**config.mk**
```make
export PLATFORM = sky130hd
export DESIGN_NAME = led_matrix_pixel_mapper
export DESIGN_NICKNAME = d
export VERILOG_FILES = /design/src/rtl/lmpm_pkg.sv /design/src/rtl/lmpm_map.sv /design/src/rtl/lmpm_cell.sv /design/src/rtl/led_matrix_pixel_mapper.sv
export VERILOG_INCLUDE_DIRS = /design/src /design/src/rtl
export SDC_FILE = /design/constraint.sdc
export NUM_CORES = 1
export LEC_CHECK = 0
export BUFFER_PORTS_ARGS = -buffer_cell sky130_fd_sc_hd__clkbuf_2
export CAP_MARGIN = 20
export CORE_UTILIZATION = 35
export CTS_BUF_LIST = sky130_fd_sc_hd__clkbuf_4 sky130_fd_sc_hd__clkbuf_8 sky130_fd_sc_hd__clkbuf_16
export DETAILED_ROUTE_END_ITERATION = 12
export PLACE_DENSITY = 0.58
export SLEW_MARGIN = 20
export SYNTH_ARGS = -nofsm -noshare
export SYNTH_HDL_FRONTEND = slang
export SYNTH_SLANG_ARGS = --single-unit
export TNS_END_PERCENT = 5
```
**constraint.sdc**
```tcl
create_clock -name clock -period 19.1 [get_ports clock]
set_input_delay 4.775 -clock clock [delete_from_list [all_inputs] [get_ports clock]]
set_output_delay 4.775 -clock clock [all_outputs]
set_load 0.05 [all_outputs]
```
**src/rtl/assert_macros.svh**
```systemverilog
`ifndef ASSERT_MACROS_SVH
`define ASSERT_MACROS_SVH

// check prop at every clock edge outside reset
`define LMPM_ASSERT(label, clk, rst, prop, msg) \
   label: assert property (@(posedge clk) disable iff (rst) (prop)) else $error(msg);

// check that cond never holds outside reset
`define LMPM_NEVER(label, clk, rst, cond, msg) \
   label: assert property (@(posedge clk) disable iff (rst) !(cond)) else $error(msg);

`endif

```
**src/rtl/lmpm_pkg.sv**
```systemverilog
package lmpm_pkg;

   localparam int DeadSlotsDefault = 4;
   localparam int DeadRegs         = 4;
   localparam int IdxW             = 18;
   localparam int CoordW           = 16;
   localparam int DimW             = 9;
   localparam int ColorW           = 8;
   localparam int SlotW            = 16;
   localparam int OutIdxW          = 16;
   localparam int AddrW            = 5;
   localparam int DataW            = 32;
   localparam int RegIdxW          = 3;
   localparam int OrientW          = 3;
   localparam int CountW           = 3;

   localparam logic [1:0] ST_WRITE = 2'd0;
   localparam logic [1:0] ST_SKIP  = 2'd1;
   localparam logic [1:0] ST_OOB   = 2'd2;
   localparam logic [1:0] ST_DEAD  = 2'd3;

   localparam logic [RegIdxW-1:0] REG_WIDTH  = 3'd0;
   localparam logic [RegIdxW-1:0] REG_HEIGHT = 3'd1;
   localparam logic [RegIdxW-1:0] REG_ORIENT = 3'd2;
   localparam logic [RegIdxW-1:0] REG_COUNT  = 3'd3;
   localparam logic [RegIdxW-1:0] REG_DEAD_A = 3'd4;
   localparam logic [RegIdxW-1:0] REG_DEAD_B = 3'd5;
   localparam logic [RegIdxW-1:0] REG_DEAD_C = 3'd6;
   localparam logic [RegIdxW-1:0] REG_DEAD_D = 3'd7;

   typedef struct packed {
      logic [1:0]        status;
      logic [IdxW-1:0]   index;
      logic [ColorW-1:0] red;
      logic [ColorW-1:0] green;
      logic [ColorW-1:0] blue;
   } pix_type;

   typedef struct packed {
      logic [DimW-1:0]    width;
      logic [DimW-1:0]    height;
      logic [OrientW-1:0] orient;
   } geom_type;

endpackage

```
**src/rtl/lmpm_map.sv**
```systemverilog
`include "assert_macros.svh"

module lmpm_map (
   input  logic                         clock,
   input  logic                         reset,
   input  logic                         en,
   input  logic                         valid_in,
   input  logic [lmpm_pkg::CoordW-1:0]  pos_x,
   input  logic [lmpm_pkg::CoordW-1:0]  pos_y,
   input  logic [lmpm_pkg::ColorW-1:0]  red,
   input  logic [lmpm_pkg::ColorW-1:0]  green,
   input  logic [lmpm_pkg::ColorW-1:0]  blue,
   input  logic                         transparent,
   input  lmpm_pkg::geom_type           geom,
   output logic                         valid_ff,
   output lmpm_pkg::pix_type            pix_ff
);
   import lmpm_pkg::*;

   logic            valid_in_c;
   pix_type         pix_in;
   logic            in_x, in_y;
   logic [DimW-1:0] mx, my, mw, mh, fy, fx;
   logic            rev;
   logic [IdxW-1:0] prod;

   always_comb begin
      in_x = !pos_x[CoordW-1] && (pos_x < {{(CoordW-DimW){1'b0}}, geom.width});
      in_y = !pos_y[CoordW-1] && (pos_y < {{(CoordW-DimW){1'b0}}, geom.height});
      if (geom.orient[0]) begin
         mx = pos_y[DimW-1:0];
         my = pos_x[DimW-1:0];
         mw = geom.height;
         mh = geom.width;
      end else begin
         mx = pos_x[DimW-1:0];
         my = pos_y[DimW-1:0];
         mw = geom.width;
         mh = geom.height;
      end
      fy   = geom.orient[1] ? (mh - my - 1'b1) : my;
      rev  = geom.orient[2] ? !fy[0] : fy[0];
      fx   = rev ? (mw - mx - 1'b1) : mx;
      prod = {{(IdxW-DimW){1'b0}}, fy} * {{(IdxW-DimW){1'b0}}, mw};
      pix_in.red   = red;
      pix_in.green = green;
      pix_in.blue  = blue;
      priority if (transparent) begin
         pix_in.status = ST_SKIP;
         pix_in.index  = '0;
      end else if (!(in_x && in_y)) begin
         pix_in.status = ST_OOB;
         pix_in.index  = '0;
      end else begin
         pix_in.status = ST_WRITE;
         pix_in.index  = prod + {{(IdxW-DimW){1'b0}}, fx};
      end
   end

   assign valid_in_c = valid_in;

   always_ff @(posedge clock) begin
      if (reset) begin
         valid_ff <= 1'b0;
      end else if (en) begin
         valid_ff <= valid_in_c;
      end
   end

   always_ff @(posedge clock) begin
      if (en) begin
         pix_ff <= pix_in;
      end
   end

   `LMPM_ASSERT(a_map_oob_zero, clock, reset,
      valid_ff && pix_ff.status != ST_WRITE |-> pix_ff.index == '0,
      "mapped index not cleared for a rejected write")

endmodule

```
**src/rtl/lmpm_cell.sv**
```systemverilog
`include "assert_macros.svh"

module lmpm_cell (
   input  logic                        clock,
   input  logic                        reset,
   input  logic                        en,
   input  logic                        valid_in,
   input  lmpm_pkg::pix_type           pix_in,
   input  logic [lmpm_pkg::SlotW-1:0]  slot,
   input  logic                        active,
   output logic                        valid_ff,
   output lmpm_pkg::pix_type           pix_ff
);
   import lmpm_pkg::*;

   pix_type         pix_in_c;
   logic [IdxW-1:0] slot_w;

   always_comb begin
      slot_w   = {{(IdxW-SlotW){1'b0}}, slot};
      pix_in_c = pix_in;
      if (active && pix_in.status == ST_WRITE) begin
         if (slot_w == pix_in.index) begin
            pix_in_c.status = ST_DEAD;
            pix_in_c.index  = '0;
         end else if (slot_w < pix_in.index) begin
            pix_in_c.index = pix_in.index - 1'b1;
         end
      end
   end

   always_ff @(posedge clock) begin
      if (reset) begin
         valid_ff <= 1'b0;
      end else if (en) begin
         valid_ff <= valid_in;
      end
   end

   always_ff @(posedge clock) begin
      if (en) begin
         pix_ff <= pix_in_c;
      end
   end

   `LMPM_ASSERT(a_cell_step, clock, reset,
      valid_ff && $past(en) && $past(pix_in.status) == ST_WRITE |->
         pix_ff.status == ST_DEAD || pix_ff.index == $past(pix_in.index) ||
         pix_ff.index == $past(pix_in.index) - 1'b1,
      "dead slot moved the index by more than one")
   `LMPM_ASSERT(a_cell_dead_match, clock, reset,
      valid_ff && $past(en) && pix_ff.status == ST_DEAD &&
         $past(pix_in.status) == ST_WRITE |->
         $past(slot_w) == $past(pix_in.index) && $past(active),
      "pixel marked dead without a matching slot")

endmodule

```
**src/rtl/led_matrix_pixel_mapper.sv**
```systemverilog
// Serpentine LED matrix pixel mapper. Each req transaction is one pixel write; each
// rsp transaction carries its status, LED string index and color. The path is a map
// stage (bounds check, orientation, zig-zag, row * width + column with one 9x9
// multiply) followed by a chain of DEAD_SLOTS dead-pixel cells, one register each, so
// a pixel is registered in the map stage and in each cell before rsp_tvalid rises, and
// the block takes one pixel per cycle with rsp_tready high. Configure only while idle.
`include "assert_macros.svh"

module led_matrix_pixel_mapper #(
   parameter int DEAD_SLOTS = lmpm_pkg::DeadSlotsDefault
) (
   input  logic                        clock,
   input  logic                        reset,
   input  logic                        req_tvalid,
   output logic                        req_tready,
   // pos_x[15:0], pos_y[31:16], red[39:32], green[47:40], blue[55:48]
   input  logic [55:0]                 req_tdata,
   // transparent[0]
   input  logic                        req_tuser,
   output logic                        rsp_tvalid,
   input  logic                        rsp_tready,
   // status[1:0], pixel_index[17:2], red[25:18], green[33:26], blue[41:34], zero[47:42]
   output logic [47:0]                 rsp_tdata,
   input  logic                        csr_psel,
   input  logic                        csr_penable,
   input  logic                        csr_pwrite,
   input  logic [lmpm_pkg::AddrW-1:0]  csr_paddr,
   input  logic [lmpm_pkg::DataW-1:0]  csr_pwdata,
   output logic [lmpm_pkg::DataW-1:0]  csr_prdata,
   output logic                        csr_pready
);
   import lmpm_pkg::*;

   logic [DimW-1:0]    width_ff, height_ff;
   logic [OrientW-1:0] orient_ff;
   logic [CountW-1:0]  count_ff;
   logic [SlotW-1:0]   dead_ff [DeadRegs];
   logic               wr_en;
   logic [RegIdxW-1:0] reg_sel;
   geom_type           geom;
   logic               adv;
   logic               valid_s [DEAD_SLOTS+1];
   pix_type            pix_s   [DEAD_SLOTS+1];
   pix_type            last_pix;

   assign csr_pready = 1'b1;
   assign reg_sel    = csr_paddr[AddrW-1:2];
   assign wr_en      = csr_psel && csr_penable && csr_pwrite;

   always_ff @(posedge clock) begin
      if (reset) begin
         width_ff  <= DimW'(16);
         height_ff <= DimW'(16);
         orient_ff <= '0;
         count_ff  <= '0;
         for (int i = 0; i < DeadRegs; i++) begin
            dead_ff[i] <= '0;
         end
      end else if (wr_en) begin
         unique case (reg_sel)
            REG_WIDTH:  width_ff   <= csr_pwdata[DimW-1:0];
            REG_HEIGHT: height_ff  <= csr_pwdata[DimW-1:0];
            REG_ORIENT: orient_ff  <= csr_pwdata[OrientW-1:0];
            REG_COUNT:  count_ff   <= csr_pwdata[CountW-1:0];
            REG_DEAD_A: dead_ff[0] <= csr_pwdata[SlotW-1:0];
            REG_DEAD_B: dead_ff[1] <= csr_pwdata[SlotW-1:0];
            REG_DEAD_C: dead_ff[2] <= csr_pwdata[SlotW-1:0];
            REG_DEAD_D: dead_ff[3] <= csr_pwdata[SlotW-1:0];
            default: ;
         endcase
      end
   end

   always_comb begin
      unique case (reg_sel)
         REG_WIDTH:  csr_prdata = {{(DataW-DimW){1'b0}}, width_ff};
         REG_HEIGHT: csr_prdata = {{(DataW-DimW){1'b0}}, height_ff};
         REG_ORIENT: csr_prdata = {{(DataW-OrientW){1'b0}}, orient_ff};
         REG_COUNT:  csr_prdata = {{(DataW-CountW){1'b0}}, count_ff};
         REG_DEAD_A: csr_prdata = {{(DataW-SlotW){1'b0}}, dead_ff[0]};
         REG_DEAD_B: csr_prdata = {{(DataW-SlotW){1'b0}}, dead_ff[1]};
         REG_DEAD_C: csr_prdata = {{(DataW-SlotW){1'b0}}, dead_ff[2]};
         REG_DEAD_D: csr_prdata = {{(DataW-SlotW){1'b0}}, dead_ff[3]};
         default:    csr_prdata = '0;
      endcase
   end

   assign geom.width  = width_ff;
   assign geom.height = height_ff;
   assign geom.orient = orient_ff;

   assign adv        = !rsp_tvalid || rsp_tready;
   assign req_tready = adv;

   lmpm_map u_map (
      .clock       (clock),
      .reset       (reset),
      .en          (adv),
      .valid_in    (req_tvalid),
      .pos_x       (req_tdata[15:0]),
      .pos_y       (req_tdata[31:16]),
      .red         (req_tdata[39:32]),
      .green       (req_tdata[47:40]),
      .blue        (req_tdata[55:48]),
      .transparent (req_tuser),
      .geom        (geom),
      .valid_ff    (valid_s[0]),
      .pix_ff      (pix_s[0])
   );

   for (genvar g = 0; g < DEAD_SLOTS; g++) begin : g_cell
      lmpm_cell u_cell (
         .clock    (clock),
         .reset    (reset),
         .en       (adv),
         .valid_in (valid_s[g]),
         .pix_in   (pix_s[g]),
         .slot     (dead_ff[g]),
         .active   (count_ff > CountW'(g)),
         .valid_ff (valid_s[g+1]),
         .pix_ff   (pix_s[g+1])
      );
   end

   assign last_pix   = pix_s[DEAD_SLOTS];
   assign rsp_tvalid = valid_s[DEAD_SLOTS];
   assign rsp_tdata  = {6'd0, last_pix.blue, last_pix.green, last_pix.red,
                        last_pix.index[OutIdxW-1:0], last_pix.status};

   `LMPM_ASSERT(a_top_idx_clear, clock, reset,
      rsp_tvalid && last_pix.status != ST_WRITE |-> last_pix.index == '0,
      "index not cleared on a non-write status")
   `LMPM_ASSERT(a_top_hold, clock, reset,
      $past(rsp_tvalid) && !$past(rsp_tready) |-> rsp_tvalid && $stable(rsp_tdata),
      "stalled result lost or changed")
   `LMPM_NEVER(a_top_accept_stall, clock, reset,
      req_tready && rsp_tvalid && !rsp_tready,
      "input taken while the chain is stalled")

endmodule

```
==> results of run 1 <==
[layout by cell type, fill, tap and decap left out, types with 6 or more instances in the layout]
master / n
a211oi_1: 6
a21o_1: 21
a21oi_1: 71
a31oi_1: 7
and2_1: 78
and3_1: 6
buf_4: 18
clkbuf_16: 37
clkbuf_2: 142
clkbuf_4: 8
conb_1: 23
dfxtp_1: 28
edfxtp_1: 282
fa_1: 57
ha_1: 153
inv_1: 172
mux2_2: 13
mux2i_1: 44
mux4_2: 13
nand2_1: 98
nand2b_1: 20
nand3_1: 29
nand4_1: 31
nor2_1: 194
nor2b_1: 15
nor3_1: 29
nor4_1: 21
o211ai_1: 8
o21a_1: 10
o21ai_0: 52
or2_2: 10
or3_1: 20
or4_1: 15
xnor2_1: 63
xor2_1: 17
[synthesized netlist by cell type, types with 13 or more instances]
cell        n  share of area
nor3_1     30         0.0079
or4_1      15         0.0059
and2_1     78          0.026
nand3_1    29         0.0076
inv_1     172          0.034
fa_1       57          0.060
edfxtp_1  282           0.45
dfxtp_1    29          0.031
xor2_1     18         0.0083
a21oi_1    71          0.019
xnor2_1    63          0.029
ha_1      153           0.10
mux2_2     13         0.0077
clkbuf_1   37         0.0073
nand4_1    31          0.010
a21o_1     21         0.0083
mux2i_1    44          0.023
buf_4      23         0.0091
nor2b_1    15         0.0049
or3_1      20         0.0066
o21ai_0    52          0.014
nor2_1    195          0.039
mux4_2     13          0.015
nand2b_1   21         0.0069
nand2_1    98          0.019
nor4_1     23         0.0076
[sequential cells by signal, summed over array words and instances (netlist names)]
| name | flops |
|---|---|
| g_cell.u_cell.pix_ff | 174 |
| dead_ff | 64 |
| u_map.pix_ff | 44 |
| height_ff | 9 |
| width_ff | 9 |
| g_cell.u_cell.valid_ff | 4 |
| count_ff | 3 |
| orient_ff | 3 |
| u_map.valid_ff | 1 |
[cell families after synthesis]
| group | after synthesis | synth area share |
|---|---|---|
| buffers and inverters | 242 | 0.0526 |
| XOR/XNOR | 81 | 0.0374 |
| multiplexers | 71 | 0.0477 |
| adder cells (fa/ha/maj) | 210 | 0.161 |
| AO/OA/AOI/OAI | 218 | 0.0705 |
| AND/OR/NAND/NOR | 586 | 0.154 |
| other | 2 | 0.000396 |
| flip-flops | 311 | 0.477 |
[power breakdown]
group | internal (mW) | switching, mW | leakage (nW)
combinational | 0.0684 | 0.135 | 5.17
clock | 0.386 | 0.268 | 0.562
sequential | 0.772 | 0.0168 | 3.30
total | 1.23 | 0.419 | 9.02
[worst min-delay path by stage]
stage	start	endpoint	slack [ns]	depth (start not counted)
floorplan	u_map.pix_ff[0]	g_cell[0].u_cell.pix_ff[0]	0.40	0
global placement	g_cell[0].u_cell.pix_ff[5]	g_cell[1].u_cell.pix_ff[5]	0.40	0
detailed placement	u_map.pix_ff[12]	g_cell[0].u_cell.pix_ff[12]	0.40	0
CTS	g_cell[2].u_cell.pix_ff[19]	g_cell[3].u_cell.pix_ff[19]	0.41	0
global route	g_cell[2].u_cell.pix_ff[18]	g_cell[3].u_cell.pix_ff[18]	0.42	0
finish	g_cell[2].u_cell.pix_ff[19]	g_cell[3].u_cell.pix_ff[19]	0.41	0
[per-stage QoR]
step | util | hold slack [ns] | std cells | cell area, sq um | power, mW
after floorplan | - | 0.400 | 1742 | 19100 | 0.948
after global placement | 0.385 | 0.400 | 2520 | 20400 | 1.00
after detailed placement | 0.385 | 0.405 | 2520 | 20500 | 1.01
after CTS | 0.407 | 0.415 | 2583 | 21600 | 1.67
after global routing | 0.407 | 0.423 | 2583 | 21600 | 1.72
final | 0.407 | 0.415 | 2583 | 21600 | 1.65
[layout make-up]
| class | count | area, sq um |
|---|---|---|
| clock buffer | 46 | 1000 |
| clock inverter | 17 | 130 |
| fill | 5044 | 31500 |
| inverter | 172 | 646 |
| multi-input combinational | 1189 | 9070 |
| sequential | 311 | 9050 |
| tap | 688 | 861 |
| timing repair buffer | 160 | 846 |
[metal layers]
| metal | global-route usage | wire [um] | up-vias |
|---|---|---|---|
| li1 | - | - | 6332 |
| met4 | 0.0504 | 1070 | 0 |
| met5 | 0 | 0 | - |
| met1 | 0.203 | 19200 | 6226 |
| met3 | 0.0186 | 1760 | 73 |
| met2 | 0.282 | 22000 | 277 |
[worst max-delay path: stages]
cell,delay (ns)
clkbuf_2,0.11
mux2i_1,0.10
ha_1,0.25
inv_1,0.07
fa_1,0.20
nand2b_1,0.14
a21oi_1,0.07
a2111oi_0,0.69
a21oi_1,0.15
mux2_2,0.31
xor2_1,0.60
nand2b_1,0.22
fa_1,0.41
inv_1,0.08
fa_1,0.43
fa_1,0.47
fa_1,0.54
inv_1,0.05
fa_1,0.52
inv_1,0.04
ha_1,0.34
and2_1,0.20
a31oi_1,0.33
o21ai_0,0.19
o21ai_0,0.23
xor2_1,0.24
nor2_1,0.07
==> impl_metrics.ini, run 1 <==
[sta]
fin_skew_ns = 0.0194
hold_violations = 0
fin_setup_tns_ns = 0
fmax_mhz = 86.2
finalSetupViolations = 0
period_needed_ns = 11.60
grt_setup_unrepaired = false
slew_viol_final = 0
slew_headroom = 0.255
layout_setup_ws_ns = 7.50
post-route-period-util = 0.607
tightest_slew_ns = 1.11

[placed_design]
io_buffer_count = 142
place_congestion = 0.877
dp_hpwl_um = 34000
post-place-ws_ns = 6.93

[synth]
netlist_instances = 1721
yosysWarningCount = 0
syn_area_sq_um = 19000
syn_area_per_cell_sq_um = 11.0
ys_async_sr_fraction = 0
synth_edf_count = 282
ys_types = 61
synth_seq_area_share = 0.477
yosys_register_bits = 311
ys.flop_type = edfxtp_1

[worst_setup_path]
cp.required_ns = 19.34
critical_path.max_fanout = 9
cp-endpoint = u_map.pix_ff[40]
critPathArrivalTime_ns = 11.84
end_kind = flop
reg2regPathDepth = 27
worst_setup_path_start_kind = input port
r2r_end = u_map.pix_ff[40]
crit_type = in -> reg
startpoint = req_tdata[0]
r2r-start = orient_ff[0]
r2r_slack_ns = 10.83

[global_route]
antenna_found_initial = 0
grt_usage = 0.160
grt_pass1_wl_um = 69800
gr-total-overflow = 0
grt_start_max_net_pins = 77
grt_pass1_vias = 12959

[final_layout]
num-nets-final = 2181
antenna_cells = 0
area_growth_pct = 13.8
layout-drive-gt1-share = 0.141

[floorplan]
ioPinCount = 184
die_height_um = 235
die_w_um = 235
core_sq_um = 53100
initial_utilization = 0.358
rows = 84
die-area_sq_um = 55200

[route]
vias_per_cell = 5.00
vias = 12908
final_antenna_net_count = 0
wl_per_cell_um = 17.1
drt_drc_violations_left = 0
postRouteWirelength_um = 44100
initialDrtViolationCount = 785
drt_pass1_iterations = 5

[power]
p_leak_nw = 9.02
power_density_nw_per_um2 = 76.2
ir_drop_mv = 0.0493

[clocking]
cts.sinks = 311
cts_tree = yes
h-tree-depth = 2
clk_pin_slew_ns = 0.06
root_buffer = clkbuf_16
postCtsHoldBufs = 0
clk_latency_ns = 0.52
cts_buffers = 36
post_cts_buffers = 0
cts_resized = 0
cts_buffer_depth = 3

[worst_hold_path]
hold_class = reg -> reg

[outcome]
outcome = finished clean

[run]
cap_violations = 0
Power figures use the tool's default switching activity.
==> run 2, diff against run 1 <==
--- a/config.mk
+++ b/config.mk
@@ -11,7 +11,7 @@
 export CORE_UTILIZATION = 35
 export CTS_BUF_LIST = sky130_fd_sc_hd__clkbuf_4 sky130_fd_sc_hd__clkbuf_8 sky130_fd_sc_hd__clkbuf_16
 export DETAILED_ROUTE_END_ITERATION = 12
-export PLACE_DENSITY = 0.58
+export PLACE_DENSITY = 0.6
 export SLEW_MARGIN = 20
 export SYNTH_ARGS = -nofsm -noshare
 export SYNTH_HDL_FRONTEND = slang
==> constraint.sdc (replaced) <==
create_clock -name clock -period 9.4 [get_ports clock]
set_input_delay 2.35 -clock clock [delete_from_list [all_inputs] [get_ports clock]]
set_output_delay 2.35 -clock clock [all_outputs]
set_load 0.05 [all_outputs]
==> run 2 against run 1 <==
Effect of this change:
- power up 110%
- sequential power up 100%
- worst hold slack worse by 0.00085 ns
- critical endpoint unchanged
- clock power up 110%
- critical path depth up 1
- clock-buffer cell count down 2
- largest power group unchanged
- die area unchanged
- critical path type unchanged
==> impl_metrics.ini, run 2 (synthesis gave the netlist of run 1 again) <==
[sta]
fin_skew_ns = 0.0201
hold_violations = 0
fin_setup_tns_ns = 0
period_needed_ns = 8.74
grt_setup_unrepaired = false
holdWs_ns = 0.414
fmax_mhz = 114
tightest_slew_ns = 1.10
finalSetupViolations = 0
layout_setup_ws_ns = 0.659
post-route-period-util = 0.930
slew_viol_final = 0
slew_headroom = 0.263

[final_layout]
num-nets-final = 2183
area_growth_pct = 14.1
mostFrequentLayoutCells = 282 x edfxtp_1, 195 x nor2_1, 172 x inv_1
regMostFlops = g_cell.u_cell.pix_ff
top_regs = g_cell.u_cell.pix_ff (174), dead_ff (64), u_map.pix_ff (44)
largest_reg_flops = 174
final_common_cell = edfxtp_1
layout-drive-gt1-share = 0.142
antenna_cells = 0
fillerInstances = 5069

[power]
power_density_nw_per_um2 = 158
seqPwrFrac = 0.469
swShare = 0.252
clockPowerShare = 0.410
p_comb_frac = 0.121
ir_drop_mv = 0.0879
p_leak_nw = 9.06
p_int_mw = 2.56
switchingPower_mw = 0.862

[clocking]
root_buffer = clkbuf_16
h-tree-depth = 2
cts_buffer_depth = 3
clk_latency_ns = 0.54
cts_tree = yes
post_cts_buffers = 0
cts_buffers = 35
cts.sinks = 311
postCtsHoldBufs = 0
cts_resized = 0
clk_pin_slew_ns = 0.06

[outcome]
outcome = finished clean

[global_route]
grt_usage = 0.160
grt_pass1_vias = 12850
grt_start_max_net_pins = 159
antenna_found_initial = 0
gr-total-overflow = 0
grt_pass1_wl_um = 69800

[worst_setup_path]
crit_type = in -> reg
slowest_delay_ns = 0.54
cpMaxStageDelayCell = fa_1
worst_setup_path_start_kind = input port
end_kind = flop
critPathArrivalTime_ns = 8.99
crit_buf_inv = 6
cp_top_family = adder cells
critical_path.max_fanout = 5
cp.required_ns = 9.65
cp_common_cell = fa_1

[floorplan]
core_sq_um = 53100
die_w_um = 235
ioPinCount = 184
initial_utilization = 0.358
rows = 84
die_height_um = 235
die-area_sq_um = 55200

[placed_design]
post-place-ws_ns = 0.115
dp_hpwl_um = 33500
io_buffer_count = 142
place_congestion = 0.859

[route]
vias_per_cell = 5.03
initialDrtViolationCount = 833
drt_drc_violations_left = 0
drt_pass1_iterations = 6
vias = 13015
wl_per_cell_um = 16.9
postRouteWirelength_um = 43800
final_antenna_net_count = 0

[worst_hold_path]
hold_class = reg -> reg

[run]
cap_violations = 0
run 2: final timing paths:
check             depth (start not counted)        startpoint  slack, ns                          end
hold reg to reg                           0  u_map.pix_ff[11]       0.41  g_cell[0].u_cell.pix_ff[11]
setup reg to reg                         27      orient_ff[0]       1.42             u_map.pix_ff[40]
hold / removal                            0  u_map.pix_ff[11]       0.41  g_cell[0].u_cell.pix_ff[11]
setup / recovery                         28      req_tdata[0]       0.66             u_map.pix_ff[40]
run 2: area by class of cell:
class,instances,area [sq um],area share
sequential,311,9050,0.418
multi-input combinational,1189,9050,0.418
clock buffer,44,973,0.0449
timing repair buffer,163,878,0.0405
tap,688,861,0.0397
inverter,172,646,0.0298
clock inverter,18,210,0.00970
run 2: layer usage:
layer | GRT usage | routed length, um
met1 | 0.207 | 19200
met2 | 0.274 | 21300
met3 | 0.0264 | 2120
met4 | 0.0492 | 1140
met5 | 0 | 0
run 2: worst reg2reg max path, cell delays in order (launching register included):
cell and delay (ns):
dfxtp_2 1.02, mux2i_1 0.40, ha_1 0.22, inv_1 0.05, fa_1 0.39, nand2b_1 0.18, a21oi_1 0.15, a2111oi_0 0.09
buf_4 0.16, a21oi_1 0.14, mux2_2 0.36, xor2_1 0.18, nand2b_1 0.17, fa_1 0.48, inv_1 0.05, fa_1 0.54
fa_1 0.45, fa_1 0.54, inv_1 0.05, fa_1 0.53, inv_1 0.04, ha_1 0.34, and2_1 0.20, a31oi_1 0.33
o21ai_0 0.17, o21ai_0 0.22, xor2_1 0.18, nor2_1 0.07
run 2: power by group through the flow:
stage	clock, mW	sequential [mW]	combinational (mW)
after global routing	1.49	1.61	0.457
after detailed placement	0	1.63	0.412
final	1.40	1.60	0.413
after CTS	1.45	1.60	0.415
after floorplan	0	1.66	0.269
after global placement	0	1.63	0.404
run 2: per-stage QoR:
step | cells | power (mW) | utilization | cell area [sq um]
2_1_floorplan | 1742 | 1.92 | - | 19100
6_report | 2585 | 3.42 | 0.408 | 21700
5_1_grt | 2585 | 3.56 | 0.408 | 21700
3_5_place_dp | 2522 | 2.04 | 0.386 | 20500
4_1_cts | 2584 | 3.46 | 0.408 | 21700
3_3_place_gp | 2522 | 2.03 | 0.386 | 20500
==> run 3, diff against run 2 <==
--- a/config.mk
+++ b/config.mk
@@ -8,6 +8,7 @@
 export LEC_CHECK = 0
 export BUFFER_PORTS_ARGS = -buffer_cell sky130_fd_sc_hd__clkbuf_2
 export CAP_MARGIN = 20
+export CORE_MARGIN = 2
 export CORE_UTILIZATION = 35
 export CTS_BUF_LIST = sky130_fd_sc_hd__clkbuf_4 sky130_fd_sc_hd__clkbuf_8 sky130_fd_sc_hd__clkbuf_16
 export DETAILED_ROUTE_END_ITERATION = 12
==> run 3 against run 2 <==
Effect of this change:
- die area increased by 1.7%
- clock-buffer cell count increased by 3
- first-iteration DRC count decreased by 11%
- register-to-register slack improved by 0.04 ns
- final cell count increased by 0.35%
- sequential share of layout area decreased by 0.053 points
- critical path depth unchanged
- power decreased by 0.42%
- setup slack improved by 0.091 ns
- non-clock buffer count decreased by 3
==> impl_metrics.ini, run 3 (synthesis gave the netlist of run 1 again) <==
[sta]
tightest_slew_ns = 1.09
slew_headroom = 0.275
grt_setup_unrepaired = false
slew_viol_final = 0
layout_setup_ws_ns = 0.750
fmax_mhz = 116
finalSetupViolations = 0
period_needed_ns = 8.65
post-route-period-util = 0.920
hold_violations = 0
fin_setup_tns_ns = 0
fin_skew_ns = 0.0320

[final_layout]
mostFrequentLayoutCells = 282 x edfxtp_1, 194 x nor2_1, 172 x inv_1
num-nets-final = 2181
area_growth_pct = 14.3
regMostFlops = g_cell.u_cell.pix_ff
fillerInstances = 5130
largest_reg_flops = 174
final_common_cell = edfxtp_1
top_regs = g_cell.u_cell.pix_ff (174), dead_ff (64), u_map.pix_ff (44)
post-route-util = 0.404
layout-drive-gt1-share = 0.145
antenna_cells = 0

[route]
final_antenna_net_count = 0
vias_per_cell = 4.97
vias = 12898
wl_per_cell_um = 16.7
drt_pass1_iterations = 5
postRouteWirelength_um = 43200
drt_drc_violations_left = 0
initialDrtViolationCount = 738

[worst_setup_path]
cp.required_ns = 9.63
cpMaxStageDelayCell = fa_1
critPathArrivalTime_ns = 8.88
cp_common_cell = fa_1
crit_buf_inv = 6
crit_type = in -> reg
end_kind = flop
worst_setup_path_start_kind = input port
slowest_delay_ns = 0.54
critical_path.max_fanout = 5
cp_top_family = adder cells

[floorplan]
rows = 85
core_sq_um = 53700
initial_utilization = 0.354
die_w_um = 237
ioPinCount = 184
die-area_sq_um = 56100
die_height_um = 237

[power]
swShare = 0.249
ir_drop_mv = 0.0970
clockPowerShare = 0.408
p_leak_nw = 9.05
p_int_mw = 2.56
p_comb_frac = 0.121
power_density_nw_per_um2 = 157
seqPwrFrac = 0.471
switchingPower_mw = 0.847
power.total_mw = 3.41

[placed_design]
post-place-ws_ns = 0.209
place_congestion = 0.861
io_buffer_count = 142
dp_hpwl_um = 33600

[clocking]
clk_latency_ns = 0.53
cts_buffer_depth = 3
post_cts_buffers = 0
postCtsHoldBufs = 0
cts_resized = 0
cts.sinks = 311
root_buffer = clkbuf_16
h-tree-depth = 2
clk_pin_slew_ns = 0.06
cts_buffers = 36
cts_tree = yes

[global_route]
grt_pass1_vias = 12925
grt_usage = 0.155
antenna_found_initial = 0
gr-total-overflow = 0
grt_start_max_net_pins = 179
grt_pass1_wl_um = 68900

[outcome]
outcome = finished clean

[worst_hold_path]
hold_class = reg -> reg

[run]
cap_violations = 0
==> run 3: area by class of cell <==
class / instances / area (sq um) / area share
Timing Repair Buffer: 160 / 858 / 0.0396
Tap cell: 696 / 871 / 0.0401
Sequential cell: 311 / 9050 / 0.417
Multi-Input combinational cell: 1189 / 9070 / 0.418
Inverter: 172 / 646 / 0.0298
Clock buffer: 47 / 1010 / 0.0467
Clock inverter: 19 / 185 / 0.00854
==> run 3: worst paths after layout <==
| check | start | to | slack [ns] | depth (start not counted) |
|---|---|---|---|---|
| max | req_tdata[0] | u_map.pix_ff[40] | 0.75 | 28 |
| min | g_cell[0].u_cell.pix_ff[11] | g_cell[1].u_cell.pix_ff[11] | 0.41 | 0 |
| max reg2reg | orient_ff[0] | u_map.pix_ff[40] | 1.46 | 27 |
| min reg2reg | g_cell[0].u_cell.pix_ff[11] | g_cell[1].u_cell.pix_ff[11] | 0.41 | 0 |
==> run 3: power groups by stage <==
| stage | combinational (mW) | clock [mW] | sequential (mW) |
|---|---|---|---|
| 3_5_place_dp | 0.413 | 0 | 1.63 |
| 3_3_place_gp | 0.405 | 0 | 1.63 |
| 2_1_floorplan | 0.269 | 0 | 1.66 |
| 5_1_grt | 0.456 | 1.48 | 1.61 |
| 6_report | 0.413 | 1.39 | 1.60 |
| 4_1_cts | 0.416 | 1.43 | 1.60 |
==> run 3: routing by layer <==
metal | part of all wire | vias to the layer above | global-route usage
li1 | - | 6343 | -
met1 | 0.44 | 6271 | 0.201
met2 | 0.49 | 237 | 0.269
met3 | 0.043 | 47 | 0.0220
met4 | 0.020 | 0 | 0.0441
met5 | 0 | - | 0
==> run 3: worst reg2reg max path, cell delays in order (launching register included) <==
cell and delay, ns:
dfxtp_2 1.03, mux2_2 0.44, ha_1 0.20, inv_1 0.07, fa_1 0.20, nand2b_1 0.14
a21oi_1 0.07, a2111oi_0 0.44, buf_4 0.20, a21oi_1 0.06, mux2_2 0.28, xor2_1 0.19
nand2b_1 0.19, fa_1 0.48, inv_1 0.05, fa_1 0.52, fa_1 0.44, fa_1 0.54
inv_1 0.05, fa_1 0.52, inv_1 0.04, ha_1 0.34, and2_1 0.21, a31oi_1 0.34
o21ai_0 0.16, o21ai_0 0.22, xor2_1 0.16, nor2_1 0.06
==> run 3: stage by stage <==
stage	cell area (sq um)	hold slack (ns)	instances
final	21700	0.408	2594
after global routing	21700	0.415	2594
after CTS	21700	0.411	2593
after detailed placement	20500	0.405	2527
after global placement	20500	0.400	2527
after floorplan	19100	0.400	1742
